### config.mk
export PLATFORM = sky130hd
export DESIGN_NAME = iec104_apci_frame_checker_top
export DESIGN_NICKNAME = d
export VERILOG_FILES = /design/src/iafc_pkg.sv /design/src/iafc_capture.sv /design/src/iafc_verdict.sv /design/src/iec104_apci_frame_checker_top.sv
export SDC_FILE = /design/constraint.sdc
export NUM_CORES = 1
export LEC_CHECK = 0
export BUFFER_PORTS_ARGS = -buffer_cell sky130_fd_sc_hd__buf_4
export CORE_ASPECT_RATIO = 0.8
export CORE_UTILIZATION = 36
export CTS_CLUSTER_SIZE = 25
export DETAILED_ROUTE_END_ITERATION = 10
export GPL_TIMING_DRIVEN = 0
export HOLD_SLACK_MARGIN = 0.06
export PLACE_DENSITY_LB_ADDON = 0.3
export SYNTH_ARGS = -nofsm -noshare
export SYNTH_HDL_FRONTEND = slang
export SYNTH_SLANG_ARGS = --single-unit
### constraint.sdc
create_clock -name clk -period 12.9 [get_ports clk]
set_input_delay 0.645 -clock clk [delete_from_list [all_inputs] [get_ports clk]]
set_output_delay 0.645 -clock clk [all_outputs]
set_load 0.05 [all_outputs]
### src/iafc_pkg.sv
// shared types and codes for the iec 104 apci frame checker
// no dependencies; used by every module of the block
package iafc_pkg;

    localparam int unsigned ByteW      = 8;
    localparam int unsigned CountW     = 9;
    localparam int unsigned CfgW       = 2;
    localparam int unsigned CfgIndexW  = 1;
    localparam int unsigned ResultW    = 98;
    localparam int unsigned OutDataW   = 104;

    localparam logic [CountW-1:0] MaxCount  = 9'd511;
    localparam logic [ByteW-1:0]  StartMark = 8'h68;

    // configuration register indexes
    localparam logic [CfgIndexW-1:0] CFG_CAUSE_BYTES = 1'd0;
    localparam logic [CfgIndexW-1:0] CFG_ADDR_BYTES  = 1'd1;

    // verdict codes
    localparam logic [3:0] ST_OK          = 4'd0;
    localparam logic [3:0] ST_SHORT       = 4'd1;
    localparam logic [3:0] ST_BAD_START   = 4'd2;
    localparam logic [3:0] ST_LEN_EXCEEDS = 4'd3;
    localparam logic [3:0] ST_U_NONE      = 4'd4;
    localparam logic [3:0] ST_U_MULTIPLE  = 4'd5;
    localparam logic [3:0] ST_U_LENGTH    = 4'd6;
    localparam logic [3:0] ST_U_NONZERO   = 4'd7;
    localparam logic [3:0] ST_S_CONTROL   = 4'd8;
    localparam logic [3:0] ST_S_NONZERO   = 4'd9;
    localparam logic [3:0] ST_ODD_RECV    = 4'd10;
    localparam logic [3:0] ST_S_LENGTH    = 4'd11;
    localparam logic [3:0] ST_I_SHORT     = 4'd12;

    // frame kinds
    localparam logic [1:0] KIND_I = 2'd0;
    localparam logic [1:0] KIND_S = 2'd1;
    localparam logic [1:0] KIND_U = 2'd2;

    // bytes of a frame seen so far
    typedef struct packed {
        logic [CountW-1:0]      byte_count;
        logic [ByteW-1:0]       start_byte;
        logic [ByteW-1:0]       declared_length;
        logic [3:0][ByteW-1:0]  control_bytes;
        logic [ByteW-1:0]       type_byte;
        logic [ByteW-1:0]       qualifier_byte;
        logic [1:0][ByteW-1:0]  cause_store;
        logic [1:0][ByteW-1:0]  address_store;
    } frame_t;

    // one verdict, first field in the highest bits
    typedef struct packed {
        logic [7:0]  asdu_length;
        logic [15:0] common_address;
        logic [15:0] cause;
        logic [7:0]  asdu_qualifier;
        logic [7:0]  asdu_type;
        logic [5:0]  u_function;
        logic [14:0] recv_seq;
        logic [14:0] send_seq;
        logic [1:0]  frame_kind;
        logic [3:0]  status;
    } result_t;

endpackage

### src/iafc_capture.sv
// input register and per-frame byte store of the apci frame checker
// depends on iafc_pkg
module iafc_capture (
    input  logic                  clk,
    input  logic                  rst_n,
    input  logic                  s_tvalid,
    output logic                  s_tready,
    input  logic [7:0]            s_tdata,   // data_byte
    input  logic                  s_tlast,   // last_byte
    input  logic                  out_busy,
    output iafc_pkg::frame_t      frame_snap,
    output logic                  frame_done
);
    import iafc_pkg::*;

    logic             in_valid_reg;
    logic [ByteW-1:0] in_byte_reg;
    logic             in_last_reg;
    logic             advance;
    frame_t           frame_reg;
    frame_t           frame_next;
    logic [CountW-1:0] pos;

    // last byte waits only while the result register is held
    assign advance    = in_valid_reg && (!in_last_reg || !out_busy);
    assign s_tready   = !in_valid_reg || advance;
    assign frame_done = advance && in_last_reg;
    assign pos        = frame_reg.byte_count;

    always_comb
    begin
        frame_next = frame_reg;
        if (pos == 9'd0)
        begin
            frame_next.start_byte = in_byte_reg;
        end
        if (pos == 9'd1)
        begin
            frame_next.declared_length = in_byte_reg;
        end
        if (pos >= 9'd2 && pos <= 9'd5)
        begin
            frame_next.control_bytes[pos[1:0] - 2'd2] = in_byte_reg;
        end
        if (pos == 9'd6)
        begin
            frame_next.type_byte = in_byte_reg;
        end
        if (pos == 9'd7)
        begin
            frame_next.qualifier_byte = in_byte_reg;
        end
        if (pos == 9'd8 || pos == 9'd9)
        begin
            frame_next.cause_store[pos[0]] = in_byte_reg;
        end
        if (pos == 9'd10 || pos == 9'd11)
        begin
            frame_next.address_store[pos[0]] = in_byte_reg;
        end
        if (pos != MaxCount)
        begin
            frame_next.byte_count = pos + 9'd1;
        end
    end

    assign frame_snap = frame_next;

    always_ff @(posedge clk or negedge rst_n)
    begin
        if (!rst_n)
        begin
            in_valid_reg <= 1'b0;
            frame_reg    <= '0;
        end
        else
        begin
            if (s_tready)
            begin
                in_valid_reg <= s_tvalid;
            end
            if (advance)
            begin
                if (in_last_reg)
                begin
                    frame_reg <= '0;
                end
                else
                begin
                    frame_reg <= frame_next;
                end
            end
        end
    end

    always_ff @(posedge clk)
    begin
        if (s_tvalid && s_tready)
        begin
            in_byte_reg <= s_tdata;
            in_last_reg <= s_tlast;
        end
    end

endmodule

### src/iafc_verdict.sv
// combinational frame checks and header field extraction
// depends on iafc_pkg
module iafc_verdict (
    input  iafc_pkg::frame_t       frame_snap,
    input  logic [1:0]             cause_bytes,
    input  logic [1:0]             common_addr_bytes,
    output iafc_pkg::result_t      result
);
    import iafc_pkg::*;

    logic [CountW-1:0] cnt;
    logic [CountW-1:0] frame_len;
    logic [ByteW-1:0]  c0, c1, c2, c3;
    logic [ByteW-1:0]  w8, w9, w10, w11;
    logic              cause_two;
    logic              addr_two;
    logic              len_is_6;
    logic [5:0]        ubits;
    logic              u_none;
    logic              u_multi;

    assign cnt       = frame_snap.byte_count;
    assign frame_len = {1'b0, frame_snap.declared_length} + 9'd2;
    assign c0        = frame_snap.control_bytes[0];
    assign c1        = frame_snap.control_bytes[1];
    assign c2        = frame_snap.control_bytes[2];
    assign c3        = frame_snap.control_bytes[3];
    assign cause_two = (cause_bytes != 2'd1);
    assign addr_two  = (common_addr_bytes != 2'd1);
    assign len_is_6  = (frame_len == 9'd6);
    assign ubits     = c0[7:2];
    assign u_none    = (ubits == 6'd0);
    assign u_multi   = ((ubits & (ubits - 6'd1)) != 6'd0);

    // header bytes beyond the buffer read as zero
    assign w8  = (cnt > 9'd8)  ? frame_snap.cause_store[0]   : 8'd0;
    assign w9  = (cnt > 9'd9)  ? frame_snap.cause_store[1]   : 8'd0;
    assign w10 = (cnt > 9'd10) ? frame_snap.address_store[0] : 8'd0;
    assign w11 = (cnt > 9'd11) ? frame_snap.address_store[1] : 8'd0;

    always_comb
    begin
        result = '0;
        priority if (cnt < 9'd6)
        begin
            result.status = ST_SHORT;
        end
        else if (frame_snap.start_byte != StartMark)
        begin
            result.status = ST_BAD_START;
        end
        else if (frame_len > cnt)
        begin
            result.status = ST_LEN_EXCEEDS;
        end
        else
        begin
            if (!len_is_6)
            begin
                result.asdu_type      = (cnt > 9'd6) ? frame_snap.type_byte : 8'd0;
                result.asdu_qualifier = (cnt > 9'd7) ? frame_snap.qualifier_byte : 8'd0;
                result.cause          = {cause_two ? w9 : 8'd0, w8};
                if (cause_two)
                begin
                    result.common_address = {addr_two ? w11 : 8'd0, w10};
                end
                else
                begin
                    result.common_address = {addr_two ? w10 : 8'd0, w9};
                end
            end
            result.asdu_length = (frame_snap.declared_length > 8'd4)
                               ? frame_snap.declared_length - 8'd4 : 8'd0;

            if (c0[0] && c0[1])
            begin
                result.frame_kind = KIND_U;
                result.u_function = ubits;
                priority if (u_none)
                begin
                    result.status = ST_U_NONE;
                end
                else if (u_multi)
                begin
                    result.status = ST_U_MULTIPLE;
                end
                else if (!len_is_6)
                begin
                    result.status = ST_U_LENGTH;
                end
                else if (c1 != 8'd0 || c2 != 8'd0 || c3 != 8'd0)
                begin
                    result.status = ST_U_NONZERO;
                end
                else
                begin
                    result.status = ST_OK;
                end
            end
            else if (c0[0])
            begin
                result.frame_kind = KIND_S;
                result.recv_seq   = {c3, c2[7:1]};
                priority if (c0 != 8'h01)
                begin
                    result.status = ST_S_CONTROL;
                end
                else if (c1 != 8'd0)
                begin
                    result.status = ST_S_NONZERO;
                end
                else if (c2[0])
                begin
                    result.status = ST_ODD_RECV;
                end
                else if (!len_is_6)
                begin
                    result.status = ST_S_LENGTH;
                end
                else
                begin
                    result.status = ST_OK;
                end
            end
            else
            begin
                result.frame_kind = KIND_I;
                result.send_seq   = {c1, c0[7:1]};
                result.recv_seq   = {c3, c2[7:1]};
                priority if (c2[0])
                begin
                    result.status = ST_ODD_RECV;
                end
                else if (frame_len <= 9'd6)
                begin
                    result.status = ST_I_SHORT;
                end
                else
                begin
                    result.status = ST_OK;
                end
            end
        end
    end

endmodule

### src/iec104_apci_frame_checker_top.sv
// top level of the iec 104 apci frame checker: config registers and result register
// depends on iafc_pkg, iafc_capture and iafc_verdict
//
// The checker takes one received buffer as a byte stream, one byte per item,
// with tlast on the final byte, and returns one verdict item per buffer from
// the result register. Bytes are taken at one per cycle except in the stall below: each
// item passes an input register, updates the frame byte store (start byte,
// length, four control bytes, asdu header bytes, a byte counter saturating at
// 511) and, on the final byte, the checks run in one combinational pass into
// the result register. The only stall comes from the result side: a final
// byte waits in the input register while an earlier verdict is not yet taken,
// and the input register then fills. The verdict gives status, frame kind,
// sequence numbers, u function bits and the asdu header fields; header bytes
// outside the buffer read as zero, and on a short, bad start or overlong
// length verdict every field but status is zero. cause_bytes (index 0) and
// common_addr_bytes (index 1) pick one or two bytes (1 means one byte, any
// other value two) and both reset to 2; write them only while the block is
// idle. No clearing pass is needed after reset.
module iec104_apci_frame_checker_top (
    input  logic                          clk,
    input  logic                          rst_n,
    // byte stream in
    input  logic                          s_tvalid,
    output logic                          s_tready,
    input  logic [7:0]                    s_tdata,   // data_byte
    input  logic                          s_tlast,   // last_byte
    // verdict stream out
    output logic                          m_tvalid,
    input  logic                          m_tready,
    // status, frame_kind, send_seq, recv_seq, u_function, asdu_type,
    // asdu_qualifier, cause, common_address, asdu_length, zero fill
    output logic [iafc_pkg::OutDataW-1:0] m_tdata,
    // configuration writes
    input  logic                          cfg_we,
    input  logic [iafc_pkg::CfgIndexW-1:0] cfg_index,
    input  logic [iafc_pkg::CfgW-1:0]     cfg_data
);
    import iafc_pkg::*;

    logic [CfgW-1:0] cause_bytes_reg;
    logic [CfgW-1:0] common_addr_bytes_reg;
    frame_t          frame_snap;
    logic            frame_done;
    logic            out_busy;
    result_t         result;
    result_t         result_reg;
    logic            m_valid_reg;

    // result register still holds an item that is not taken this cycle
    assign out_busy = m_valid_reg && !m_tready;

    iafc_capture u_capture (
        .clk        (clk),
        .rst_n      (rst_n),
        .s_tvalid   (s_tvalid),
        .s_tready   (s_tready),
        .s_tdata    (s_tdata),
        .s_tlast    (s_tlast),
        .out_busy   (out_busy),
        .frame_snap (frame_snap),
        .frame_done (frame_done)
    );

    iafc_verdict u_verdict (
        .frame_snap        (frame_snap),
        .cause_bytes       (cause_bytes_reg),
        .common_addr_bytes (common_addr_bytes_reg),
        .result            (result)
    );

    // configuration registers
    always_ff @(posedge clk or negedge rst_n)
    begin
        if (!rst_n)
        begin
            cause_bytes_reg       <= 2'd2;
            common_addr_bytes_reg <= 2'd2;
        end
        else if (cfg_we)
        begin
            unique case (cfg_index)
                CFG_CAUSE_BYTES: cause_bytes_reg       <= cfg_data;
                CFG_ADDR_BYTES:  common_addr_bytes_reg <= cfg_data;
                default:         cause_bytes_reg       <= cause_bytes_reg;
            endcase
        end
    end

    // result register valid flag
    always_ff @(posedge clk or negedge rst_n)
    begin
        if (!rst_n)
        begin
            m_valid_reg <= 1'b0;
        end
        else if (frame_done)
        begin
            m_valid_reg <= 1'b1;
        end
        else if (m_tready)
        begin
            m_valid_reg <= 1'b0;
        end
    end

    always_ff @(posedge clk)
    begin
        if (frame_done)
        begin
            result_reg <= result;
        end
    end

    assign m_tvalid = m_valid_reg;
    assign m_tdata  = {{(OutDataW - ResultW){1'b0}}, result_reg};

endmodule
; After elaboration in Yosys (flattened, before gate mapping)
; Index checks and enable logic that the tools add are counted.
[totals]
romBits = 0
ram_bits = 0
inputBits = 17
latch_bits = 0
mem_count = 0
elab_cells = 149
regBits = 218
output_inout_bits = 106
[op_classes]
n_addsub = 5
mul = 0
n_reduce_logical = 37
shifts = 0
div_mod_pow = 0
n_eq_ne = 13
bitwise_logic = 8
magnitude_cmp = 16
n_mux = 38
[ops]
columns = op, n
row1 = $mux W105, 1
row2 = $mux W8, 11
row3 = $mux W16, 3
row4 = $eq A9 B4 Y1 const B, 4
row5 = $gt A9 B4 Y1 const B, 4
row6 = $mux W4, 9
row7 = $bwmux W16, 2
row8 = $bwmux W32, 1
row9 = $mux W32, 1
row10 = $eq A9 B3 Y1 const B, 3
row11 = $reduce_or A5 Y1, 5
row12 = $reduce_bool A8 Y1, 3
row13 = $gt A9 B3 Y1 const B, 2
row14 = $le A9 B3 Y1 const B, 2
row15 = $demux W8 S2, 1
row16 = $reduce_or A4 Y1, 4
row17 = $add A8 B2 Y9 const B, 1
row18 = $add A9 B1 Y9 const B, 1
row19 = $eq A9 B1 Y1 const B, 1
row20 = $ge A9 B2 Y1 const B, 1
row21 = $gt A9 B9 Y1, 1
row22 = $logic_not A9 Y1, 1
row23 = $lt A9 B3 Y1 const B, 1
row24 = $mux W9, 1
row25 = 28 further kinds, 53

; Logic depth before layout (Yosys ltp)
[depth]
word_depth = 17
depth_mapped = 25
depth_no_buf = 20

; By module
; A second synthesis with hierarchy kept.
[hier_totals]
hier_cells = 1079
area_unflattened_um2 = 11111.9
[modules_own_cells]
columns = mod, n_inst, area_per_inst_um2, cells_per_inst, seq_area_each_um2
row1 = iafc_capture, 1, 6113.4, 678, 2922.8
row2 = iec104_apci_frame_checker_top, 1, 3196.8, 118, 3070.4
row3 = iafc_verdict, 1, 1801.7, 283, 0.0

; Worst setup path after synthesis
; No wires, ideal clock.
[synth_path]
kind = flip-flop to flip-flop
from = reg u_capture.frame_reg (netlist bit u_capture.pos[1])
to = reg result_reg (netlist bit m_tdata[27]), data pin
setup_slack_ns = 7.929
n_path_buf = 5
required_time_ns = 12.754
arrival_time_ns = 4.825
synth_period_minus_slack_ns = 4.971
setup_time_ns = 0.146
stages_incl_launch_ff = 24
cell_sequence = dfrtp_1 inv_1 ha_1 or3b_2 nor3_1 buf_2 clkbuf_1 mux2i_1 inv_1 ha_1 clkbuf_1 and4_1 nand2_1 xor2_1 a21oi_1 ha_1 a21oi_1 nand3b_1 o21ai_0 o211ai_1 or2_1 clkbuf_1 buf_4 a21oi_1
[synth_rtl]
columns = item, line
row1 = from (decl), iafc_capture.sv:20  ; frame_t frame_reg;
row2 = from (signal assigned), iafc_capture.sv:90  ; frame_reg <= frame_next;
row3 = to (signal assigned), iec104_apci_frame_checker_top.sv:110  ; result_reg <= result;
row4 = to (decl), iec104_apci_frame_checker_top.sv:46  ; result_t result_reg;

==> flow_summary_export.csv <==
group,metric,value,unit
min_path,whs_path_depth,1,
synthesis,ys.warnings.count,0,
min_path,min_from,"s_tdata[5]",
synthesis,ys_types,71,
synthesis,synthTopCellsByCount,"nand2_1, dfrtp_1, edfxtp_1",
finish,n_antenna_cell,0,
power,p_per_area,145.4,nW/um^2
place,dpl_worst_slack,6.285,ns
sta,slew_headroom,0.1133,
critical_path,r2r_slack,6.20,ns
critical_path,crit_path_end_kind,"flip-flop",
synthesis,synth.cell_area,10960,sq um
routing,via_per_inst,5.462,
global_routing,grt_antenna_before_repair,0,
place,place_area,12420,sq um
critical_path,cp.required,13.23,ns
finish,largest_reg_flops,98,
synthesis,synth_edf_count,107,
floorplan,core,29640,sq um
critical_path,r2r-end,"m_tdata[42]",
power,p_leak,5.246,nW
synthesis,syn_area_per_cell,10.46,sq um
routing,dr_total_vias,8859,
critical_path,crit_slowest_cell,"mux2i_1",
global_routing,grt_pass1_wl,49550,um
sta,grt_setup_unrepaired,"false",
flow_run,max-cap-violations,0,
finish,drive_gt1_frac,0.1719,
sta,setup_violations,0,
floorplan,dieArea,31150,sq um
critical_path,path_class,"flip-flop to flip-flop",
place,dp_hpwl,22930,um
critical_path,start_kind,"flip-flop",
floorplan,ios,123,
power,pwr-share-comb,0.220,
sta,period_share,0.5195,
critical_path,cp.arrival,7.03,ns
routing,drc,0,
synthesis,yosys_register_bits,218,
synthesis,yosysTopAreaCellShare,0.2932,
min_path,holdPathEnd,"u_capture.in_byte_reg[5]",
power,power_switching_share,0.3138,
synthesis,yosysSeqAreaShare,0.5469,
floorplan,die_h,158.1,um
synthesis,synth.most_common_cell,"nand2_1",
place,gp_congestion,0.9002,
min_path,holdCritPathClass,"primary input to flip-flop",
cts,cts_tree,"done",
critical_path,crit_family,"simple AND/OR/NAND/NOR gates",
synthesis,yosys.area.top_type,"edfxtp_1",
cts,h-tree-depth,1,
critical_path,path_common_cell,"ha_1",
sta,max_freq,149.2,MHz
routing,drt_iter0_markers,830,
sta,hold_violations,0,
power,switching_power,0.6030,mW
synthesis,synth_area_leaders,"edfxtp_1, dfrtp_1, mux2i_1",
power,clockPowerShare,0.357,
global_routing,grt_overflow,0,
floorplan,rows,56,
critical_path,crit_chain,"inv_1 > ha_1 > or3b_2 > nor3_1 > buf_2 > clkbuf_1 > mux2i_1 > inv_1 > ha_1 > clkbuf_1 > and4_1 > nand2_1 > xor2_1 > a21oi_1 > ha_1 > a21oi_1 > nand3b_1 > o21ai_0 > o211a_1 > nand2_1 > buf_2 > nor3_1",
routing,drt_first_pass_iters,6,
place,portBuffers,116,
sta,drv_slew,0,
cts,cts_root_buf,"clkbuf_16",
global_routing,grt_pass1_vias,8257,
critical_path,rr_worst_depth,22,
finish,finalInstanceArea,13210,sq um
synthesis,synth_flop_cell,"dfrtp_1",
cts,cts.clk_slew.worst_paths,0.06,ns
global_routing,grtUsageTotal,0.2073,
finish,area_delta_synth_final,20.54,%
sta,worstMarginPinSlew,1.320,ns
routing,antenna_left,0,
sta,fin_skew,0.01588,ns
cts,clock_latency,0.54,ns
global_routing,grt_max_degree,72,
floorplan,die_w,197.1,um
power,ir_drop,80.27,uV
cts,clkSinkCount,218,
critical_path,cpPeakStageDelay,0.63,ns
critical_path,cp_max_fo,10,
power,p_int,1.318,mW
power,pwr-share-seq,0.423,
sta,period_needed,6.702,ns
sta,layout_setup_ws,6.198,ns
finish,nNetsFinal,1233,
routing,wl,32400,um
sta,finalSetupTns,0,ns
synthesis,syn-instance-count,1048,
critical_path,reg2reg_from,"u_capture.pos[1]",
cts,cts_setup_buffers,0,
critical_path,crit_buf_inv,6,
cts,cts_buffers,24,
status,outcome,"completed",
synthesis,synthArstFlopShare,0.5092,
floorplan,start_util,0.3698,
routing,wl_per_cell,19.98,um
cts,cts.path.max_buffers,3,
stage by stage:
stage	hold slack [ns]	instances	utilization	power [mW]
floorplan	0.3494	1053	-	1.115
global placement	0.4548	1575	0.4169	1.235
detailed placement	0.4621	1577	0.4192	1.242
CTS	0.2691	1622	0.4457	1.931
global route	0.2693	1622	0.4457	2.006
finish	0.2957	1622	0.4457	1.921
worst max path at each step:
| stage | slack (ns) | from | endpoint | cells past startpoint |
|---|---|---|---|---|
| after floorplan | 7.93 | u_capture.pos[1] | m_tdata[27] | 23 |
| after global placement | 6.34 | u_capture.pos[1] | m_tdata[58] | 22 |
| after detailed placement | 6.29 | u_capture.pos[1] | m_tdata[58] | 22 |
| after CTS | 6.26 | u_capture.pos[1] | m_tdata[58] | 22 |
| after global routing | 5.68 | u_capture.pos[1] | m_tdata[42] | 22 |
| final | 6.20 | u_capture.pos[1] | m_tdata[42] | 22 |
area by class of cell:
cell class                 instances  area (sq um)
sequential                       218          5993
multi-input combinational        746          4599
timing repair buffer             119         939.7
clock buffer                      35         661.9
clock inverter                     9         113.9
fill                            2801         16430
tap                              406         508.0
buffer                            73         331.6
inverter                          16         62.56
placed cells by master (no fill, tap or decap), drive strengths merged, types with 21 or more instances in the layout:
cell and count:
mux2i 54, nand3 33, nand2 136, o21ai 92, a21oi 44, clkbuf 84, edfxtp 107, mux2 21
dfrtp 109, nor3 36, nor2 87, buf 142
power by group through the flow:
stage                     Sequential [mW]  Clock (mW)  Combinational, mW
final                               0.813       0.685              0.423
after detailed placement            0.825           0              0.417
after global placement              0.826           0              0.409
after CTS                           0.811       0.700              0.419
after floorplan                     0.862           0              0.252
after global routing                0.817       0.724              0.465
cells by family (layout without fill, tap and decap cells):
logic type,after synthesis,after routing,synth area share
other,1,6,0.0003422
AND/OR/NAND/NOR,396,396,0.1748
adder cells (fa/ha/maj),20,20,0.02238
AO/OA/AOI/OAI,237,237,0.1394
multiplexers,75,75,0.07090
XOR/XNOR,12,12,0.009590
flip-flops,218,218,0.5469
buffers and inverters,89,252,0.03574
per-layer routing:
layer | track usage | vias to the layer above | share of wire
met5 | 0 | - | 0
met4 | 0.05426 | 0 | 0.025
met3 | 0.03600 | 51 | 0.069
met2 | 0.3000 | 322 | 0.42
met1 | 0.3156 | 4348 | 0.48
li1 | - | 4138 | -
timing repair:
action,in CTS,in global routing
hold buffers,1,0
resized for setup,0,0
hold endpoints to repair,40,0
Power figures use the tool's default switching activity.
